**config.mk**
```make
export PLATFORM = sky130hd
export DESIGN_NAME = cartridge_bank_mapper
export DESIGN_NICKNAME = d
export VERILOG_FILES = /design/src/sv/cbm_pkg.sv /design/src/sv/cartridge_bank_mapper.sv /design/src/sv/cbm_rem_unit.sv
export SDC_FILE = /design/constraint.sdc
export NUM_CORES = 1
export LEC_CHECK = 0
export BUFFER_PORTS_ARGS = -buffer_cell sky130_fd_sc_hd__clkbuf_2
export CAP_MARGIN = 40
export CELL_PAD_IN_SITES_DETAIL_PLACEMENT = 1
export CELL_PAD_IN_SITES_GLOBAL_PLACEMENT = 2
export CORE_ASPECT_RATIO = 1.4
export CORE_UTILIZATION = 27
export CTS_CLUSTER_DIAMETER = 100
export DETAILED_ROUTE_END_ITERATION = 10
export GPL_ROUTABILITY_DRIVEN = 0
export GPL_TIMING_DRIVEN = 0
export HOLD_SLACK_MARGIN = 0.15
export PLACE_DENSITY = 0.6
export REMOVE_ABC_BUFFERS = 1
export SYNTH_ARGS = -nofsm -noshare
export SYNTH_HDL_FRONTEND = slang
export SYNTH_HIERARCHICAL = 1
export SYNTH_SLANG_ARGS = --single-unit
```
**constraint.sdc**
```tcl
create_clock -name clk -period 6.9 [get_ports clk]
set_input_delay 0.69 -clock clk [delete_from_list [all_inputs] [get_ports clk]]
set_output_delay 0.69 -clock clk [all_outputs]
set_load 0.05 [all_outputs]
```
**src/sv/cbm_pkg.sv**
```systemverilog
`default_nettype none
package cbm_pkg;

  // fixed geometry of the mapper
  localparam int BankW     = 7;   // full ROM bank number
  localparam int CountW    = 8;   // rom_bank_count register
  localparam int RamSizeW  = 16;  // ram_size_bytes register
  localparam int RomOffW   = 14;  // offset inside a 16 KiB ROM bank
  localparam int RamOffW   = 13;  // offset inside an 8 KiB RAM bank
  localparam int PhysW     = 21;

  localparam logic [CountW-1:0]   MAX_ROM_BANKS      = 8'd128;
  localparam logic [CountW-1:0]   ROM_COUNT_RESET    = 8'd2;
  localparam logic [RamSizeW-1:0] RAM_SIZE_RESET     = 16'd0;
  localparam logic [4:0]          BANK_LOW_RESET     = 5'd1;
  localparam logic [3:0]          RAM_ENABLE_KEY     = 4'hA;
  localparam logic [2:0]          RAM_WINDOW_TOP     = 3'b101;

  // register indexes on the config port
  localparam logic CFG_ROM_BANK_COUNT = 1'b0;
  localparam logic CFG_RAM_SIZE       = 1'b1;

  typedef enum logic [1:0] {
    TGT_NONE   = 2'd0,
    TGT_ROM    = 2'd1,
    TGT_RAM_RD = 2'd2,
    TGT_RAM_WR = 2'd3
  } target_t;

  // request into the shared remainder unit
  typedef struct packed {
    logic              start;
    logic [BankW-1:0]  dividend;
    logic [CountW-1:0] divisor;
  } rem_req_t;

  // answer from the remainder unit
  typedef struct packed {
    logic             done;
    logic [BankW-1:0] remainder;
  } rem_rsp_t;

endpackage
`default_nettype wire

```
**src/sv/cartridge_bank_mapper.sv**
```systemverilog
// A ROM read goes from accept through the 7-step bit-serial remainder unit, after its
// load, then the result register and the output register; other accesses skip the unit.
// A new access is taken only once the last result has moved to the output register;
// a low m_tready holds the pending result.
// Reset (rst, synchronous): RAM disabled, low bank 1, high bank 0, simple mode,
// rom_bank_count 2, ram_size_bytes 0, no word pending.
`default_nettype none
module cartridge_bank_mapper
  import cbm_pkg::*;
(
  input  wire logic        clk,
  input  wire logic        rst,
  // config port
  input  wire logic        cfg_we,
  input  wire logic        cfg_index,
  input  wire logic [15:0] cfg_data,
  // bus access in
  input  wire logic        s_tvalid,
  output logic             s_tready,
  input  wire logic [23:0] s_tdata,   // [15:0] address, [23:16] data
  input  wire logic        s_tuser,   // [0] mode (1 write)
  // mapping result out
  output logic             m_tvalid,
  input  wire logic        m_tready,
  output logic [23:0]      m_tdata,   // [20:0] phys_addr, zero padded
  output logic [1:0]       m_tuser    // [1:0] target
);

  typedef enum logic [1:0] {
    ST_IDLE,
    ST_BUSY,
    ST_FIN
  } state_t;

  state_t state;

  // config and banking registers
  logic [CountW-1:0]   rom_bank_count;
  logic [RamSizeW-1:0] ram_size_bytes;
  logic                ram_on;
  logic [4:0]          bank_low;
  logic [1:0]          bank_high;
  logic                advanced_mode;

  logic [15:0] addr;
  logic [7:0]  wdata;
  logic        wr;
  logic        accept;

  assign addr   = s_tdata[15:0];
  assign wdata  = s_tdata[23:16];
  assign wr     = s_tuser;
  assign accept = s_tvalid && s_tready;

  // bank count saturated to the largest ROM
  logic [CountW-1:0] count_eff;
  assign count_eff = (rom_bank_count > MAX_ROM_BANKS) ? MAX_ROM_BANKS : rom_bank_count;

  always_ff @(posedge clk) begin
    if (rst) begin
      rom_bank_count <= ROM_COUNT_RESET;
      ram_size_bytes <= RAM_SIZE_RESET;
    end else if (cfg_we) begin
      unique case (cfg_index)
        CFG_ROM_BANK_COUNT: rom_bank_count <= cfg_data[CountW-1:0];
        CFG_RAM_SIZE:       ram_size_bytes <= cfg_data;
        default:            ;
      endcase
    end
  end

  // mapper control writes at 0000-7FFF
  always_ff @(posedge clk) begin
    if (rst) begin
      ram_on        <= 1'b0;
      bank_low      <= BANK_LOW_RESET;
      bank_high     <= 2'd0;
      advanced_mode <= 1'b0;
    end else if (accept && wr && !addr[15]) begin
      unique case (addr[14:13])
        2'd0: ram_on <= (wdata[3:0] == RAM_ENABLE_KEY);
        2'd1: bank_low <= (wdata[4:0] == 5'd0) ? BANK_LOW_RESET : wdata[4:0];
        2'd2: bank_high <= wdata[1:0];
        2'd3: advanced_mode <= wdata[0];
        default: ;
      endcase
    end
  end

  // decode of the incoming access
  logic              is_rom_rd;
  logic              upper_win;
  logic [BankW-1:0]  rom_bank_raw;
  logic [14:0]       ram_off;
  logic              ram_hit;
  target_t           quick_tgt;
  logic [PhysW-1:0]  quick_phys;

  always_comb begin
    is_rom_rd = !wr && !addr[15];
    upper_win = addr[14];
    if (upper_win) begin
      rom_bank_raw = {bank_high, bank_low};
    end else if (advanced_mode) begin
      rom_bank_raw = {bank_high, 5'd0};
    end else begin
      rom_bank_raw = '0;
    end
    ram_off = {(advanced_mode ? bank_high : 2'd0), addr[RamOffW-1:0]};
    ram_hit = (addr[15:13] == RAM_WINDOW_TOP) && ram_on &&
              ({1'b0, ram_off} < ram_size_bytes);
    quick_tgt  = TGT_NONE;
    quick_phys = '0;
    if (ram_hit) begin
      quick_tgt  = wr ? TGT_RAM_WR : TGT_RAM_RD;
      quick_phys = PhysW'(ram_off);
    end
  end

  // shared remainder unit: bank % count
  rem_req_t rreq;
  rem_rsp_t rrsp;
  logic     rom_start;

  assign rom_start     = accept && is_rom_rd && (count_eff != '0);
  assign rreq.start    = rom_start;
  assign rreq.dividend = rom_bank_raw;
  assign rreq.divisor  = count_eff;

  cbm_rem_unit u_rem (
    .clk (clk),
    .rst (rst),
    .req (rreq),
    .rsp (rrsp)
  );

  // ROM result once the remainder is in
  logic              upper_q;
  logic [RomOffW-1:0] within_q;
  logic [BankW-1:0]  bank_b;
  logic              in_rom;

  always_comb begin
    bank_b = rrsp.remainder;
    if (upper_q && (rrsp.remainder[4:0] == 5'd0)) begin
      bank_b = rrsp.remainder + 7'd1;
    end
    in_rom = ({1'b0, bank_b} < count_eff);
  end

  always_ff @(posedge clk) begin
    if (accept) begin
      upper_q  <= upper_win;
      within_q <= addr[RomOffW-1:0];
    end
  end

  // sequencer and output register
  target_t          res_tgt;
  logic [PhysW-1:0] res_phys;
  target_t          out_tgt;
  logic [PhysW-1:0] out_phys;

  always_ff @(posedge clk) begin
    if (rst) begin
      state    <= ST_IDLE;
      m_tvalid <= 1'b0;
    end else begin
      if ((state == ST_FIN) && (!m_tvalid || m_tready)) begin
        m_tvalid <= 1'b1;
      end else if (m_tvalid && m_tready) begin
        m_tvalid <= 1'b0;
      end
      unique case (state)
        ST_IDLE: begin
          if (accept) begin
            res_tgt  <= quick_tgt;
            res_phys <= quick_phys;
            state    <= rom_start ? ST_BUSY : ST_FIN;
          end
        end
        ST_BUSY: begin
          if (rrsp.done) begin
            res_tgt  <= in_rom ? TGT_ROM : TGT_NONE;
            res_phys <= in_rom ? {bank_b, within_q} : '0;
            state    <= ST_FIN;
          end
        end
        ST_FIN: begin
          if (!m_tvalid || m_tready) begin
            out_tgt  <= res_tgt;
            out_phys <= res_phys;
            state    <= ST_IDLE;
          end
        end
        default: state <= ST_IDLE;
      endcase
    end
  end

  assign s_tready = (state == ST_IDLE);
  assign m_tdata  = {3'd0, out_phys};
  assign m_tuser  = out_tgt;

endmodule
`default_nettype wire

```
**src/sv/cbm_rem_unit.sv**
```systemverilog
`default_nettype none
module cbm_rem_unit
  import cbm_pkg::*;
(
  input  wire logic     clk,
  input  wire logic     rst,
  input  wire rem_req_t req,
  output rem_rsp_t      rsp
);

  logic              running;
  logic [2:0]        steps;
  logic [BankW-1:0]  dvd;
  logic [BankW-1:0]  rem;
  logic [CountW-1:0] dvs;
  logic              done;

  // one restoring step: shift in the next dividend bit, subtract if it fits
  logic [CountW-1:0] trial;
  logic [CountW-1:0] diff;
  logic [BankW-1:0]  rem_next;

  always_comb begin
    trial = {rem, dvd[BankW-1]};
    diff  = trial - dvs;
    if (trial >= dvs) begin
      rem_next = diff[BankW-1:0];
    end else begin
      rem_next = trial[BankW-1:0];
    end
  end

  // control
  always_ff @(posedge clk) begin
    if (rst) begin
      running <= 1'b0;
      steps   <= '0;
      done    <= 1'b0;
    end else if (req.start) begin
      running <= 1'b1;
      steps   <= 3'(BankW);
      done    <= 1'b0;
    end else if (running) begin
      steps <= steps - 3'd1;
      if (steps == 3'd1) begin
        running <= 1'b0;
        done    <= 1'b1;
      end
    end else begin
      done <= 1'b0;
    end
  end

  // datapath
  always_ff @(posedge clk) begin
    if (req.start) begin
      dvd <= req.dividend;
      dvs <= req.divisor;
      rem <= '0;
    end else if (running) begin
      dvd <= {dvd[BankW-2:0], 1'b0};
      rem <= rem_next;
    end
  end

  assign rsp.done      = done;
  assign rsp.remainder = rem;

endmodule
`default_nettype wire

```
After elaboration in Yosys (flattened, before gate mapping):

Index checks and enable logic that the tools add are counted.

* register bits after elaboration: 124
* latch bits: 0
* memory bits (writable): 0
* ROM bits: 0
* output and inout port bits: 28
* memories kept: 0

* $add $sub $neg: 3
* multipliers: 0
* divide/modulo/power cells: 0
* order comparisons: 4
* equality and inequality tests: 11
* shift operators: 0
* muxes and demuxes: 32
* bitwise gates (word level): 3
* reductions and logical operators: 33

Operator list (count)
* 2-to-1 mux 21 bit: 3
* 2-to-1 mux 7 bit: 6
* case mux 21 bit (2 select lines): 1
* < comparator 15 x 16 -> 1 bit: 1
* 2-to-1 mux 2 bit: 8
* 2-to-1 mux 15 bit: 1
* AND reduction 2 bit: 6
* logical AND 1 bit: 11
* zero test 5 bit: 2
* greater-or-equal comparator 8 bit: 1
* > comparator 8 bit (second input constant): 1
* < comparator 7 x 8 -> 1 bit: 1
* 2-to-1 mux 8 bit: 1
* nonzero test 8 bit: 1
* adder 7 x 1 -> 7 bit (second input constant): 1
* 2-to-1 mux 1 bit: 7
* subtractor 7 bit: 1
* == test 2 bit (second input constant): 3
* 2-to-1 mux 3 bit: 2
* inequality test 2 x 1 -> 1 bit (second input constant): 3
* case mux 2 bit (3 select lines): 1
* AND reduction 3 bit: 2
* nonzero test 2 bit: 3
* 2-to-1 mux 5 bit: 1
* other kinds (12): 18

Depth between registers and ports, before layout:

* depth in word-level cells: 7
* depth in mapped cells: 11
* mapped depth without buffers: 10

By module:

The synthesis kept the hierarchy.

By module, submodules not included
* cartridge_bank_mapper: times used 1, cells an instance 368, area an instance 4225.3 sq um
* cbm_rem_unit: times used 1, cells an instance 139, area an instance 1488.9 sq um

Least setup slack after synthesis:

Ideal clock, no wire load.

* path type: input to register
* start: in rst
* end: reg out_tgt[0], in the netlist m_tuser[0], enable pin
* setup time: 0.437 ns
* arrival: 2.652 ns
* setup slack: 3.811 ns
* cell stages on the path: 2
* cells stage by stage: clkbuf_1 nor3b_1

* word-level cells in the longest chain between the ends: 2

RTL lines
* start: declaration: line cartridge_bank_mapper.sv:12 `input wire logic rst,`
* NOT 1 bit (no source line)
* AND reduction 3 bit (no source line)
* end signal: assignment: line cartridge_bank_mapper.sv:191 `out_tgt <= res_tgt;`
* end: declaration: line cartridge_bank_mapper.sv:161 `target_t out_tgt;`

Every way passes these cells.
A chain may end at the register's enable or synchronous reset.

Worst setup path after layout:

* start: reg u_rem.rem[0]
* end: reg res_phys[12], data pin

* word-level cells in the longest chain between the ends: 7
* elaborated cells on any way between the ends: 8
* those cells by class: add/sub (1); order compare (1); mux (4); reduce/logical (2)

RTL lines
* start: declaration: line cbm_rem_unit.sv:14 `logic [BankW-1:0] rem;`
* start signal: assignment: line cbm_rem_unit.sv:62 `rem <= rem_next;`
* branches (longest 2 deep; another with adder 7 x 1 -> 7 bit)
* 2-to-1 mux 7 bit *: line cartridge_bank_mapper.sv:145 `if (upper_q && (rrsp.remainder[4:0] == 5'd0)) begin`
* named net bank_b[1]: line cartridge_bank_mapper.sv:140 `logic [BankW-1:0] bank_b;`
* < comparator 7 x 8 -> 1 bit *: line cartridge_bank_mapper.sv:148 `in_rom = ({1'b0, bank_b} < count_eff);`
* 2-to-1 mux 21 bit *: line cartridge_bank_mapper.sv:185 `res_phys <= in_rom ? {bank_b, within_q} : '0;`
* 2-to-1 mux 21 bit *: line cartridge_bank_mapper.sv:183 `if (rrsp.done) begin`
* case mux 21 bit (2 select lines) *: line cartridge_bank_mapper.sv:174 `unique case (state)`
* end signal: assignment: line cartridge_bank_mapper.sv:178 `res_phys <= quick_phys;`
* end signal: assignment: line cartridge_bank_mapper.sv:185
* end: declaration: line cartridge_bank_mapper.sv:160 `logic [PhysW-1:0] res_phys;`

Mark *: on every way through the listed nets, which the timed path passes. The select of a mux whose other input is x is not followed.

==> impl_metrics.toml <==
[timing]
fin_skew_ps = 8.79
final.setup.worst_slack_ps = 3950
slew_headroom_pct = 42.8
rsz0062_at_grt = "no"
post-route-period-util_pct = 42.8
finalCriticalPeriod_ps = 2950
setup_violations = 0
hold_viol_final = 0
worst_slew_pin_slew_ps = 858
finalMaxSlewViolations = 0
whs_ps = 417
max_freq_mhz = 339
tns_ps = 0

[synth]
synth.area.top_cells = "edfxtp_1, dfxtp_1, ha_1"
yosys_register_bits = 124
synthMostInstantiatedCell = "edfxtp_1"
yosys-top-cells-count = "edfxtp_1, nand2_1, dfxtp_1, inv_1, ha_1"
synth_cell_types = 60
syn-instance-count = 507
synth_area_sq_um = 5710
async_reset_ff_share_pct = 0
netlist.top_cell.by_area = "edfxtp_1"
synth_flop_cell = "edfxtp_1"
synth_edf_count = 76
avgSynthCellArea_sq_um = 11.3
synth_warnings = 6
synth-seq-area-share_pct = 56.8
synth_top_area_share_pct = 39.9

[run]
maxCapViolations = 0

[outcome]
violations = "DRC"
outcome = "complete, but fails checks"

[route]
viasPerCell = 4.56
drt-pass1-iter-count = 7
drt_iter0_markers = 206
route.detailed.drc = 6
highest_layer = "met4"
ant_nets = 0
routed-wl-met2_microns = 7050
wire_per_inst_microns = 15.5
vias = 3848
drt-met1-wl_microns = 5500
wl_microns = 13100
dr_wl_met3_microns = 336

[cells_and_area]
drive_gt1_share_pct = 20.8
multi_input_comb_area_sq_um = 2170
layout.area.seq_sq_um = 3240
diodes = 0
syn_to_final_growth_pct = 20.8
fin_cells = 843
fin_nets = 655
fillCellCount = 2306

[floorplan]
die_height_microns = 174
fp-row-count = 62
start_util_pct = 27.7
fp.dieW_microns = 125
io_pins = 75
fp.coreArea_sq_um = 20600
die_area_sq_um = 21800

[grt]
antenna_found_initial = 0
grt_pass1_vias = 4305
gr-total-overflow = 0
grtUsageTotal_pct = 13.3
grt_pass1_wl_microns = 22200
grt_max_degree = 33

[clocking]
clockBufferDepth = 2
clk_pin_slew_ps = 60
insertion_delay_ps = 410
postCtsSetupBuffers = 0
cts_resized = 0
cts_tree = "done"
h-tree-depth = 4
numClockSinks = 124
ctsHoldBuffers = 0
cts_buffers = 17
cts_root_buf = "clkbuf_16"

[placement]
io_buffer_count = 68
place_hpwl_microns = 9790
dp_cells = 812
pre_cts_slack_ps = 3920

[pwr]
vdd_ir_drop_max_v = 0.000122
p_leak_nw = 2.74
finalPower_mw = 2.18
power.density_nw_per_um2 = 316

[critical_path]
worst_path_largest_cell_delay_ps = 540
cp-start-kind = "register"
crit_required_ps = 7050
worstPathCellList = "inv_1 > ha_1 > and3_1 > nand2_1 > o21ai_0 > ha_1 > o311ai_1 > o211ai_1 > nand2_2 > a22o_1"
path_max_fanout = 22
path_class = "reg -> reg"
crit_path_end_kind = "register"
cpMostUsedCell = "ha_1"
cp_slowest_cell = "dfxtp_1"
cp.arrival_ps = 3110

[worst_hold_path]
worstHoldPathType = "reg -> reg"
[per-layer routing]
metal | vias up | global-route usage (%)
met3 | 13 | 2.80
met2 | 61 | 24.5
met1 | 1852 | 14.7
met4 | 0 | 5.49
li1 | 1922 | -
met5 | - | 0
[cells in the final DEF, fill, tap and decap left out, types with 3 or more instances in the layout]
cell | synthesis | layout
o21ai_0 | 6 | 6
nand3b_1 | 4 | 4
inv_6 | 0 | 4
o211ai_1 | 4 | 4
clkbuf_2 | 1 | 68
ha_1 | 32 | 32
clkinvlp_4 | 0 | 4
nor3b_1 | 4 | 3
nand3_1 | 5 | 5
a211o_1 | 3 | 3
conb_1 | 1 | 3
mux2_2 | 7 | 7
dfxtp_1 | 48 | 48
nor2b_1 | 4 | 4
a22o_1 | 15 | 15
a21o_1 | 8 | 8
nand4_1 | 3 | 3
o21a_1 | 3 | 3
mux2i_1 | 13 | 13
a21oi_1 | 31 | 31
a31oi_1 | 3 | 3
nand2_1 | 60 | 60
a211oi_1 | 4 | 4
and2_1 | 17 | 17
inv_1 | 46 | 46
nor2_1 | 28 | 27
clkbuf_16 | 0 | 17
o21ai_1 | 3 | 3
nand2b_1 | 9 | 9
xnor2_1 | 4 | 4
edfxtp_1 | 76 | 76
[logic make-up after synthesis]
| group | synth area share, % |
|---|---|
| other | 0.0656 |
| AOI/OAI and AO/OA | 12.2 |
| muxes | 3.66 |
| xor gates and xnor gates | 0.920 |
| and+or+nand+nor | 13.5 |
| buffers and inverters | 5.61 |
| DFF | 56.8 |
| adders and majority gates | 7.36 |
[worst max-delay path, delay by kind of cell, from the launching register on]
family,cells,cell delay [ps]
DFF,1,540
AOI/OAI and AO/OA,4,830
adders and majority gates,2,550
and+or+nand+nor,3,630
buffers and inverters,1,140
[stage by stage]
step | area [sq um] | util (%)
4_1_cts | 6900 | 33.5
3_5_place_dp | 6330 | 30.7
3_3_place_gp | 6230 | 30.2
6_report | 6900 | 33.5
2_1_floorplan | 5570 | -
5_1_grt | 6900 | 33.5
[power breakdown]
part	total [mW]	internal, mW	switching (mW)
Combinational	0.426	0.179	0.247
Clock	0.863	0.529	0.334
Sequential	0.894	0.841	0.0527
[final cells by class]
cell class | count | area share (%)
well taps | 256 | 4.64
inverters | 46 | 2.50
repair buffers | 75 | 6.20
flip-flops and latches | 124 | 47.0
clock buffers | 17 | 6.16
multi-input cells | 311 | 31.4
clock inverters | 14 | 2.07
[final timing paths]
| kind | slack (ps) | to | cells after the start | start |
|---|---|---|---|---|
| worst min-delay path | 420 | out_phys[16] | 0 | res_phys[16] |
| worst max register to register | 3950 | res_phys[12] | 10 | u_rem/rem[0] |
| worst max-delay path | 3950 | res_phys[12] | 10 | u_rem/rem[0] |
| worst min register to register | 420 | out_phys[16] | 0 | res_phys[16] |
[state kept, by name, summed over array words and instances, names as in the netlist, 2 cells and up]
| signal | count |
|---|---|
| u_rem/rem | 7 |
| out_phys | 21 |
| u_rem/dvd | 7 |
| res_tgt | 2 |
| ram_size_bytes | 16 |
| u_rem/dvs | 8 |
| m_tuser | 2 |
| state | 2 |
| within_q | 14 |
| rom_bank_count | 8 |
| bank_high | 2 |
| res_phys | 21 |
| bank_low | 5 |
| u_rem/steps | 3 |
Power figures use the tool's default switching activity.
